## config.mk

```make
export PLATFORM = sky130hd
export DESIGN_NAME = h264_idr_frame_gate_flat
export DESIGN_NICKNAME = d
export VERILOG_FILES = /design/src/hw/rtl/ifg_pkg.sv /design/src/hw/rtl/ifg_if.sv /design/src/hw/rtl/ifg_front.sv /design/src/hw/rtl/ifg_fifo.sv /design/src/hw/rtl/ifg_back.sv /design/src/hw/rtl/h264_idr_frame_gate.sv /design/src/flat_wrapper.sv
export VERILOG_INCLUDE_DIRS = /design/src /design/src/hw/rtl
export SDC_FILE = /design/constraint.sdc
export NUM_CORES = 1
export LEC_CHECK = 0
export BUFFER_PORTS_ARGS = -buffer_cell sky130_fd_sc_hd__buf_4
export CELL_PAD_IN_SITES_DETAIL_PLACEMENT = 1
export CELL_PAD_IN_SITES_GLOBAL_PLACEMENT = 1
export CORE_UTILIZATION = 36
export CTS_BUF_LIST = sky130_fd_sc_hd__clkbuf_2
export DETAILED_ROUTE_END_ITERATION = 8
export HOLD_SLACK_MARGIN = 0.15
export PLACE_DENSITY_LB_ADDON = 0.08
export SLEW_MARGIN = 15
export SYNTH_ARGS = -nofsm -noshare
export SYNTH_HDL_FRONTEND = slang
export SYNTH_SLANG_ARGS = --single-unit
```

## constraint.sdc

```tcl
create_clock -name clk -period 2.8 [get_ports clk]
set_clock_uncertainty 0.2 [all_clocks]
set_input_delay 0.28 -clock clk [delete_from_list [all_inputs] [get_ports clk]]
set_output_delay 0.28 -clock clk [all_outputs]
set_load 0.01 [all_outputs]
```

## src/hw/rtl/assert_macros.svh

```systemverilog
// Assertion helpers for the frame gate.
`ifndef ASSERT_MACROS_SVH
`define ASSERT_MACROS_SVH

// Same-cycle implication.
`define IFG_ASSERT_IMPLY(label, clk, rst_n, ante, cons) \
	label: assert property (@(posedge clk) disable iff (!rst_n) (ante) |-> (cons)) \
		else $error("assertion failed");

// Next-cycle implication.
`define IFG_ASSERT_NEXT(label, clk, rst_n, ante, cons) \
	label: assert property (@(posedge clk) disable iff (!rst_n) (ante) |=> (cons)) \
		else $error("assertion failed");

`endif

```

## src/hw/rtl/ifg_pkg.sv

```systemverilog
`timescale 1ns / 1ps
package ifg_pkg;

	localparam int QDEPTH = 2;
	localparam int QPTR_W = $clog2(QDEPTH);

	localparam logic [4:0] NAL_TYPE_MASK = 5'h1f;
	localparam logic [4:0] NAL_TYPE_IDR  = 5'd5;
	localparam logic [7:0] BYTE_ZERO     = 8'h00;
	localparam logic [7:0] BYTE_ONE      = 8'h01;
	localparam logic [1:0] ZERO_RUN_MAX  = 2'd2;

	localparam logic REG_SKIP_COUNT = 1'b0;
	localparam logic REG_IDR_ONLY   = 1'b1;

	typedef enum logic [2:0] {
		V_PASSED  = 3'd0,
		V_AWAIT   = 3'd1,
		V_NOT_IDR = 3'd2,
		V_SKIPPED = 3'd3,
		V_OTHER   = 3'd4
	} verdict_t;

	typedef struct packed {
		logic idr;
		logic other_stream;
	} frame_info_t;

	typedef struct packed {
		logic        valid;
		frame_info_t info;
	} frame_push_t;

	typedef struct packed {
		logic [7:0] skip_count;
		logic       idr_only;
	} cfg_t;

endpackage

```

## src/hw/rtl/ifg_if.sv

```systemverilog
`timescale 1ns / 1ps
interface ifg_in_if;
	logic       valid;
	logic       ready;
	logic [7:0] data_byte;
	logic       frame_last;
	logic [3:0] stream_id;

	modport source (output valid, data_byte, frame_last, stream_id, input ready);
	modport sink (input valid, data_byte, frame_last, stream_id, output ready);
endinterface

interface ifg_out_if;
	logic       valid;
	logic       ready;
	logic       forward;
	logic       frame_is_idr;
	logic [2:0] verdict;

	modport source (output valid, forward, frame_is_idr, verdict, input ready);
	modport sink (input valid, forward, frame_is_idr, verdict, output ready);
endinterface

```

## src/hw/rtl/ifg_front.sv

```systemverilog
`timescale 1ns / 1ps
module ifg_front (
	input  logic                 clk,
	input  logic                 arst_n,
	ifg_in_if.sink               in_ch,
	input  logic                 q_full,
	output ifg_pkg::frame_push_t push
);
	import ifg_pkg::*;

	logic [1:0] zero_run_q;
	logic       header_next_q;
	logic       idr_found_q;
	logic       accept;
	logic       hit;

	assign in_ch.ready = !q_full;
	assign accept      = in_ch.valid && in_ch.ready;
	assign hit         = header_next_q && !in_ch.frame_last
		&& ((in_ch.data_byte[4:0] & NAL_TYPE_MASK) == NAL_TYPE_IDR);

	// header byte on the last byte never counts, so idr_found_q is final there
	assign push.valid             = accept && in_ch.frame_last;
	assign push.info.idr          = idr_found_q;
	assign push.info.other_stream = (in_ch.stream_id != 4'd0);

	always_ff @(posedge clk or negedge arst_n) begin
		if (!arst_n) begin
			zero_run_q    <= 2'd0;
			header_next_q <= 1'b0;
			idr_found_q   <= 1'b0;
		end else if (accept) begin
			if (in_ch.frame_last) begin
				zero_run_q    <= 2'd0;
				header_next_q <= 1'b0;
				idr_found_q   <= 1'b0;
			end else begin
				idr_found_q   <= idr_found_q | hit;
				header_next_q <= (zero_run_q >= ZERO_RUN_MAX) && (in_ch.data_byte == BYTE_ONE);
				if (in_ch.data_byte == BYTE_ZERO) begin
					zero_run_q <= (zero_run_q >= ZERO_RUN_MAX) ? ZERO_RUN_MAX
						: zero_run_q + 2'd1;
				end else begin
					zero_run_q <= 2'd0;
				end
			end
		end
	end

endmodule

```

## src/hw/rtl/ifg_fifo.sv

```systemverilog
`timescale 1ns / 1ps
module ifg_fifo (
	input  logic                 clk,
	input  logic                 arst_n,
	input  ifg_pkg::frame_push_t push,
	input  logic                 pop,
	output logic                 full,
	output logic                 not_empty,
	output ifg_pkg::frame_info_t head
);
	import ifg_pkg::*;

	frame_info_t       mem_q [QDEPTH];
	logic [QPTR_W-1:0] wr_ptr_q;
	logic [QPTR_W-1:0] rd_ptr_q;
	logic [QPTR_W:0]   count_q;
	logic              do_push;
	logic              do_pop;

	assign full      = (count_q == (QPTR_W+1)'(QDEPTH));
	assign not_empty = (count_q != '0);
	assign head      = mem_q[rd_ptr_q];
	assign do_push   = push.valid && !full;
	assign do_pop    = pop && not_empty;

	always_ff @(posedge clk) begin
		if (do_push) begin
			mem_q[wr_ptr_q] <= push.info;
		end
	end

	always_ff @(posedge clk or negedge arst_n) begin
		if (!arst_n) begin
			wr_ptr_q <= '0;
			rd_ptr_q <= '0;
			count_q  <= '0;
		end else begin
			if (do_push) begin
				wr_ptr_q <= (wr_ptr_q == QPTR_W'(QDEPTH - 1)) ? '0 : wr_ptr_q + 1'b1;
			end
			if (do_pop) begin
				rd_ptr_q <= (rd_ptr_q == QPTR_W'(QDEPTH - 1)) ? '0 : rd_ptr_q + 1'b1;
			end
			unique case ({do_push, do_pop})
				2'b10:   count_q <= count_q + 1'b1;
				2'b01:   count_q <= count_q - 1'b1;
				default: count_q <= count_q;
			endcase
		end
	end

endmodule

```

## src/hw/rtl/ifg_back.sv

```systemverilog
`timescale 1ns / 1ps
module ifg_back (
	input  logic                 clk,
	input  logic                 arst_n,
	input  ifg_pkg::cfg_t        cfg,
	input  logic                 q_valid,
	input  ifg_pkg::frame_info_t q_head,
	output logic                 q_pop,
	ifg_out_if.source            out_ch,
	output logic                 awaiting
);
	import ifg_pkg::*;

	logic       awaiting_q;
	logic [7:0] phase_q;
	logic       out_valid_q;
	logic       forward_q;
	logic       idr_q;
	verdict_t   verdict_q;

	verdict_t   verdict_d;
	logic       awaiting_d;
	logic [7:0] phase_d;

	assign q_pop        = q_valid && (!out_valid_q || out_ch.ready);
	assign awaiting     = awaiting_q;
	assign out_ch.valid        = out_valid_q;
	assign out_ch.forward      = forward_q;
	assign out_ch.frame_is_idr = idr_q;
	assign out_ch.verdict      = verdict_q;

	always_comb begin
		verdict_d  = V_PASSED;
		awaiting_d = awaiting_q;
		phase_d    = phase_q;
		if (q_head.other_stream) begin
			verdict_d = V_OTHER;
		end else if (awaiting_q && !q_head.idr) begin
			verdict_d = V_AWAIT;
		end else begin
			awaiting_d = 1'b0;
			if (cfg.idr_only && !q_head.idr) begin
				verdict_d = V_NOT_IDR;
			end else if (cfg.skip_count != 8'd0 && !cfg.idr_only) begin
				phase_d   = (phase_q >= cfg.skip_count) ? 8'd0 : phase_q + 8'd1;
				verdict_d = (phase_q == 8'd0) ? V_PASSED : V_SKIPPED;
			end
		end
	end

	always_ff @(posedge clk or negedge arst_n) begin
		if (!arst_n) begin
			awaiting_q  <= 1'b1;
			phase_q     <= 8'd0;
			out_valid_q <= 1'b0;
		end else begin
			if (q_pop) begin
				awaiting_q  <= awaiting_d;
				phase_q     <= phase_d;
				out_valid_q <= 1'b1;
			end else if (out_ch.ready) begin
				out_valid_q <= 1'b0;
			end
		end
	end

	always_ff @(posedge clk) begin
		if (q_pop) begin
			verdict_q <= verdict_d;
			forward_q <= (verdict_d == V_PASSED);
			idr_q     <= q_head.idr;
		end
	end

endmodule

```

## src/hw/rtl/h264_idr_frame_gate.sv

```systemverilog
// A frame's verdict passes through the verdict queue and then the output register.
// Throughput: one byte per cycle; the two-entry verdict queue and the output
// register hold up to three pending verdicts while the result side stalls,
// after which the input is held off until a word leaves.
// Reset (arst_n low, asynchronous): scanner and queue cleared, waiting for
// the first IDR frame, skip phase 0, skip_count 0, idr_only 0.
`timescale 1ns / 1ps
`include "assert_macros.svh"
module h264_idr_frame_gate (
	input  logic        clk,
	input  logic        arst_n,
	ifg_in_if.sink      in_ch,
	ifg_out_if.source   out_ch,
	input  logic        psel,
	input  logic        penable,
	input  logic        pwrite,
	input  logic [2:0]  paddr,
	input  logic [31:0] pwdata,
	output logic [31:0] prdata,
	output logic        pready
);
	import ifg_pkg::*;

	logic [7:0]  skip_count_q;
	logic        idr_only_q;
	cfg_t        cfg;
	frame_push_t push;
	frame_info_t q_head;
	logic        q_full;
	logic        q_valid;
	logic        q_pop;
	logic        awaiting;

	assign pready         = 1'b1;
	assign cfg.skip_count = skip_count_q;
	assign cfg.idr_only   = idr_only_q;

	always_comb begin
		unique case (paddr[2])
			REG_SKIP_COUNT: prdata = {24'd0, skip_count_q};
			REG_IDR_ONLY:   prdata = {31'd0, idr_only_q};
			default:        prdata = 32'd0;
		endcase
	end

	always_ff @(posedge clk or negedge arst_n) begin
		if (!arst_n) begin
			skip_count_q <= 8'd0;
			idr_only_q   <= 1'b0;
		end else if (psel && penable && pwrite && pready) begin
			unique case (paddr[2])
				REG_SKIP_COUNT: skip_count_q <= pwdata[7:0];
				REG_IDR_ONLY:   idr_only_q   <= pwdata[0];
				default:        skip_count_q <= skip_count_q;
			endcase
		end
	end

	ifg_front u_front (
		.clk    (clk),
		.arst_n (arst_n),
		.in_ch  (in_ch),
		.q_full (q_full),
		.push   (push)
	);

	ifg_fifo u_fifo (
		.clk       (clk),
		.arst_n    (arst_n),
		.push      (push),
		.pop       (q_pop),
		.full      (q_full),
		.not_empty (q_valid),
		.head      (q_head)
	);

	ifg_back u_back (
		.clk      (clk),
		.arst_n   (arst_n),
		.cfg      (cfg),
		.q_valid  (q_valid),
		.q_head   (q_head),
		.q_pop    (q_pop),
		.out_ch   (out_ch),
		.awaiting (awaiting)
	);

	`IFG_ASSERT_IMPLY(a_no_overflow, clk, arst_n, q_full, !push.valid)
	`IFG_ASSERT_NEXT(a_idr_wait_once, clk, arst_n, !awaiting, !awaiting)
	`IFG_ASSERT_IMPLY(a_forward_pass, clk, arst_n, out_ch.valid, out_ch.forward == (out_ch.verdict == V_PASSED))
endmodule
```

## src/flat_wrapper.sv

```systemverilog
// flat-port wrapper written by rule: the top's interface ports become plain ports
module h264_idr_frame_gate_flat import ifg_pkg::*;
  (clk, arst_n, psel, penable, pwrite, paddr, pwdata, prdata, pready, in_ch_valid, in_ch_data_byte, in_ch_frame_last, in_ch_stream_id, in_ch_ready, out_ch_valid, out_ch_forward, out_ch_frame_is_idr, out_ch_verdict, out_ch_ready);
  ifg_in_if in_ch_i ();
  ifg_out_if out_ch_i ();
  input  logic clk;
  input  logic arst_n;
  input  logic psel;
  input  logic penable;
  input  logic pwrite;
  input  logic [2:0] paddr;
  input  logic [31:0] pwdata;
  output logic [31:0] prdata;
  output logic pready;
  input wire logic [$bits(in_ch_i.valid)-1:0] in_ch_valid;
  input wire logic [$bits(in_ch_i.data_byte)-1:0] in_ch_data_byte;
  input wire logic [$bits(in_ch_i.frame_last)-1:0] in_ch_frame_last;
  input wire logic [$bits(in_ch_i.stream_id)-1:0] in_ch_stream_id;
  output wire logic [$bits(in_ch_i.ready)-1:0] in_ch_ready;
  output wire logic [$bits(out_ch_i.valid)-1:0] out_ch_valid;
  output wire logic [$bits(out_ch_i.forward)-1:0] out_ch_forward;
  output wire logic [$bits(out_ch_i.frame_is_idr)-1:0] out_ch_frame_is_idr;
  output wire logic [$bits(out_ch_i.verdict)-1:0] out_ch_verdict;
  input wire logic [$bits(out_ch_i.ready)-1:0] out_ch_ready;
  assign in_ch_i.valid = in_ch_valid;
  assign in_ch_i.data_byte = in_ch_data_byte;
  assign in_ch_i.frame_last = in_ch_frame_last;
  assign in_ch_i.stream_id = in_ch_stream_id;
  assign in_ch_ready = in_ch_i.ready;
  assign out_ch_valid = out_ch_i.valid;
  assign out_ch_forward = out_ch_i.forward;
  assign out_ch_frame_is_idr = out_ch_i.frame_is_idr;
  assign out_ch_verdict = out_ch_i.verdict;
  assign out_ch_i.ready = out_ch_ready;
  h264_idr_frame_gate u_core (.clk(clk), .arst_n(arst_n), .in_ch(in_ch_i), .out_ch(out_ch_i), .psel(psel), .penable(penable), .pwrite(pwrite), .paddr(paddr), .pwdata(pwdata), .prdata(prdata), .pready(pready));
endmodule
```

## Yosys cells after proc, flatten, opt, wreduce, memory -nomap -nowiden

Memory sizes are Yosys's and may differ from the RTL's.
Index checks and enable logic that the tools add are counted.

- Register bits after elaboration: 32
- RAM bits: 4
- Word-level logic and storage cells: 83
- Memories: 1

- Add/sub/neg operators: 6
- $lt $le $gt $ge: 2
- Equality and inequality tests: 5
- Muxes and demuxes: 19
- Bitwise logic cells: 5
- Reduce and logical (&&, ||, !) cells: 31

Memories:

| name | words | width | rd ports | clocked after Yosys merged registers in | write ports | line | text |
|---|---|---|---|---|---|---|---|
| u_core.u_fifo.mem_q | 2 | 2 | 1 | 0 | 1 | ifg_fifo.sv:13 | `frame_info_t mem_q [QDEPTH];` |

Operator list:

| kind | number |
|---|---|
| 32-bit one-hot mux with 2 select lines | 1 |
| 8-bit logical NOT | 2 |
| 2-bit 2-to-1 mux | 7 |
| 1-bit logical AND | 13 |
| 8-bit by 1-bit adder with 8-bit output, second input constant | 1 |
| 8-bit by 1-bit equality test with 1-bit output, second input constant | 1 |
| 8-bit >= comparator | 1 |
| 1-bit 2-to-1 mux | 8 |
| 8-bit 2-to-1 mux | 1 |
| 8-bit nonzero test | 1 |
| 2-bit nonzero test | 3 |
| 5-bit by 3-bit equality test with 1-bit output, second input constant | 1 |
| 1-bit logical NOT | 5 |
| 5-bit AND reduction | 1 |
| 2-bit by 1-bit adder with 2-bit output, second input constant | 2 |
| 2-bit equality test, second input constant | 2 |
| 1-bit NOT | 4 |
| 2-bit one-hot mux with 2 select lines | 1 |
| 2-bit AND reduction | 2 |
| 4-bit nonzero test | 1 |
| 3-bit logical NOT | 1 |
| 3-bit 2-to-1 mux | 1 |
| 3-bit AND reduction | 1 |
| 1-bit adder, second input constant | 2 |
| 5 further kinds | 5 |

## Depth between registers and ports, before layout

- Word-level depth: 7
- Depth in mapped cells: 7

## By module

A second synthesis with hierarchy kept.

- Cell total of the unflattened synthesis: 198
- Area, all modules: 2,195.9 sq um

Modules (own cells, without submodules):

| module | instances | cells an instance | area an instance (sq um) |
|---|---|---|---|
| ifg_back | 1 | 92 | 975.9 |
| h264_idr_frame_gate | 1 | 56 | 646.9 |
| ifg_fifo | 1 | 24 | 341.6 |
| ifg_front | 1 | 26 | 231.5 |

## Worst setup path after synthesis

OpenSTA, ideal clock, no wires.

- Kind: reg2reg
- Start point: register u_core.u_back.phase_q[3]
- End point: register u_core.u_back.phase_q[4]
- Data arrival time: 1.782 ns
- Setup slack: 0.722 ns
- Stages on the path, launching flop included: 7
- Clock period less this slack: 2.078 ns
- Cells stage by stage: dfrtp_1 -> ha_1 -> a211oi_1 -> o21ai_0 -> a21oi_1 -> nand2b_4 -> o31ai_1

- Cells in the longest elaborated chain, start to end: 2

Ends and longest elaborated chain:

| element | line | text |
|---|---|---|
| from (decl) | ifg_back.sv:15 | `logic [7:0] phase_q;` |
| from (signal assigned) | ifg_back.sv:59 | `phase_q <= phase_d;` |
| 8-bit by 1-bit adder with 8-bit output / 8-bit >= comparator (equally long branches) | ifg_back.sv:45 | `phase_d = (phase_q >= cfg.skip_count) ? 8'd0 : phase_q + 8'd1;` |
| 8-bit 2-to-1 mux (*) | ifg_back.sv:45 |  |

Mark *: on every way between the ends. The rest lies on a longest branch, timed or not.
A chain may end at the register's enable or synchronous reset.

## Worst setup path after layout

- Start point: input port in_ch_data_byte[3]
- End point: register u_core.u_front.zero_run_q[0]

- Cells in the longest elaborated chain, start to end: 3

Ends and longest elaborated chain:

| element | line | text |
|---|---|---|
| from (decl) | flat_wrapper.sv:16 | `input wire logic [$bits(in_ch_i.data_byte)-1:0] in_ch_data_byte;` |
| 8-bit logical NOT | ifg_front.sv:40 | `if (in_ch.data_byte == BYTE_ZERO) begin` |
| 2-bit 2-to-1 mux | ifg_front.sv:40 |  |
| 2-bit 2-to-1 mux | ifg_front.sv:33 | `if (in_ch.frame_last) begin` |
| to (signal assigned) | ifg_front.sv:41 | `zero_run_q <= (zero_run_q >= ZERO_RUN_MAX) ? ZERO_RUN_MAX` |
| to (decl) | ifg_front.sv:11 | `logic [1:0] zero_run_q;` |

No other way between the ends.

==> reports/qor.csv <==
metric,value,unit
status,finished clean,
cts_hold_buf,25,
numClockSinks,36,
hpwl,3.24,mm
yosysTopAreaCellShare,0.313,
cp_num_buf_inv,4,
dpl.cell_count,310,
io_pins,95,
timing.final.crit_share,0.855,
layout_commonest_cell,buf_4,
fin_util,0.489,
max-vdd-ir-drop,0.000260,V
max_stage_delay,0.59,ns
async_reset_ff_frac,0.750,
fin_worst_hold_slack,0.296,ns
cts_tree,built,
ys_warn_count,0,
cpMaxStageDelayCell,dlygate4sd3_1,
numCtsBuffers,5,
fp.dieH,78.0,um
cp.required,2.91,ns
initial_core_util,0.375,
die_w,78.0,um
fmax,418,MHz
grt_pass1_vias,1653,
cp_common_cell,dlygate4sd3_1,
gp_congestion,0.679,
p_int,1200,uW
cellLeakagePower,0.00125,uW
via_per_inst,4.71,
drc,0,
grt_pass1_wl,8.00,mm
crit_path_start_kind,primary input,
p_sw,692,uW
fin_tns_setup,0,ns
rsz0062_at_grt,false,
antenna_cells,0,
grt_start_max_net_pins,27,
synth-seq-cells,36,
worstPathMaxFanout,2,
vias,1615,
routed_wl,4.70,mm
netlist_area,0.00208,sq mm
clk_pin_slew,0.20,ns
p_seq_frac,0.437,
post-cts-setup-buffers,0,
yosys_most_used_dff,dfrtp_1,
antenna_found_initial,0,
synth_area_leader_cell,dfrtp_1,
synth_edf_count,9,
drt_first_pass_iters,4,
ant_nets,0,
fin_crit,2.39,ns
clock_power_share,0.178,
cts-root-buf,clkbuf_2,
p_sw_frac,0.367,
core_area,0.00554,sq mm
final_nets,336,
grt_usage,0.170,
cp.arrival,2.50,ns
htreeDepth,2,
crit_chain,"dlygate4sd3_1, buf_4, nor3_1, dlygate4sd3_1, nand2_1, dlygate4sd3_1, o41ai_1",
port_buffers,43,
crit_type,in2reg,
area_delta_synth_final,30.4,%
dieArea,0.00608,sq mm
fin_cells,343,
power.density,697,mW/mm^2
drive_gt1_frac,0.266,
ctsLongestPathBuffers,2,
num_rows,27,
clock_latency,0.39,ns
path_delay_family,buffers and inverters,
syn_inst,198,
hold_class,reg2reg,
synthTopCellsByArea,"dfrtp_1, edfxtp_1, buf_4",
maxCapViolCount,0,
placed_area,0.00238,sq mm
ys_seq_area_frac,0.456,
setup_violations,0,
cts_resized,0,
fillers,640,
grt_overflow,0,
layout_common_cells,"buf_4, dfrtp_1, conb_1, dlygate4sd3_1, nor2_1",
combPwrFrac,0.385,
drt_iter0_markers,65,
fin_area,0.00271,sq mm
critPathCaptureType,flop,
slew_violations,0,
post_drt_wl_per_cell,13.7,um
hold_viol,0,
avgSynthCellArea,10.5,sq um
ys_types,46,
## kinds of logic (layout without fill, tap and decap cells)
logic type | after synthesis | count (layout) | share of synthesized area
fa+ha+maj | 11 | 11 | 0.0663
other cells | 2 | 25 | 0.00362
simple gates | 59 | 59 | 0.150
mux | 12 | 12 | 0.0645
flops | 36 | 36 | 0.456
compound gates | 34 | 34 | 0.119
buf+inv | 39 | 89 | 0.119
xor+xnor | 5 | 5 | 0.0211
## layer usage
metal | GRT usage | up-vias | part of all wire
met5 | 0 | - | 0
met4 | 0.0389 | 0 | 0.0091
met3 | 0.0424 | 5 | 0.039
met2 | 0.296 | 42 | 0.51
met1 | 0.211 | 772 | 0.44
li1 | - | 796 | -
## power by group through the flow
stage / Sequential (uW) / Combinational (uW) / Clock, uW
finish: 825 / 727 / 336
global route: 852 / 823 / 374
CTS: 827 / 736 / 348
detailed placement: 838 / 706 / 0
global placement: 834 / 692 / 0
floorplan: 818 / 486 / 0
## stage by stage
stage	setup slack, ns	total power [uW]
6_report	0.406	1890
5_1_grt	0.310	2050
4_1_cts	0.404	1910
3_5_place_dp	0.589	1540
3_3_place_gp	0.670	1530
2_1_floorplan	0.722	1300
## final timing paths
| check | from | to | slack [ns] | depth (start not counted) |
|---|---|---|---|---|
| setup / recovery | in_ch_data_byte[3] | u_core.u_front.zero_run_q[0] | 0.41 | 7 |
| hold / removal | u_core.u_back.awaiting | u_core.u_back.awaiting | 0.30 | 1 |
| setup reg to reg | u_core.u_fifo.count_q[0] | u_core.u_front.idr_found_q | 0.48 | 6 |
| min in group asynchronous | arst_n | u_core.u_back.out_ch.valid | 0.70 | 4 |
| hold reg to reg | u_core.u_back.awaiting | u_core.u_back.awaiting | 0.30 | 1 |
| max in group asynchronous | arst_n | u_core.skip_count_q[0] | 1.54 | 4 |
## registers in the layout, indices dropped and copies added, names as in the netlist
signal / count
u_core.u_back.phase_q: 8
u_core.u_front.idr_found_q: 1
u_core.u_fifo.rd_ptr_q: 1
u_core.u_back.out_ch.valid: 1
u_core.u_front.zero_run_q: 2
u_core.u_back.out_ch.frame_is_idr: 1
u_core.u_fifo.count_q: 2
u_core.u_fifo.mem_q: 4
u_core.skip_count_q: 8
u_core.idr_only_q: 1
u_core.u_fifo.wr_ptr_q: 1
u_core.u_back.out_ch.forward: 1
u_core.u_back.awaiting: 1
u_core.u_front.header_next_q: 1
u_core.u_back.out_ch.verdict: 3
## Yosys cell counts (2+ instances only)
| cell | count |
|---|---|
| o31ai_1 | 3 |
| or4_1 | 4 |
| ha_1 | 11 |
| nand2_1 | 14 |
| o21ai_0 | 6 |
| nand3_1 | 3 |
| nor2_1 | 16 |
| dfrtp_1 | 26 |
| edfxtp_1 | 9 |
| inv_1 | 12 |
| a22oi_1 | 3 |
| and2_1 | 4 |
| a22o_1 | 2 |
| a211oi_1 | 2 |
| nor3_1 | 2 |
| a21oi_1 | 8 |
| nand2b_1 | 5 |
| mux2_2 | 11 |
| xnor2_1 | 4 |
| or2_2 | 2 |
| buf_4 | 25 |
| conb_1 | 2 |
## area by class of cell
type                            count  area, sq um  area share
Clock buffer                        5         25.0     0.00924
Clock inverter                      3         42.5      0.0157
Inverter                           12         45.0      0.0166
Multi-Input combinational cell    146          968       0.358
Sequential cell                    36          947       0.350
Tap cell                           72         90.1      0.0333
Timing Repair Buffer               69          591       0.218
(Power assumes the default switching activity.)
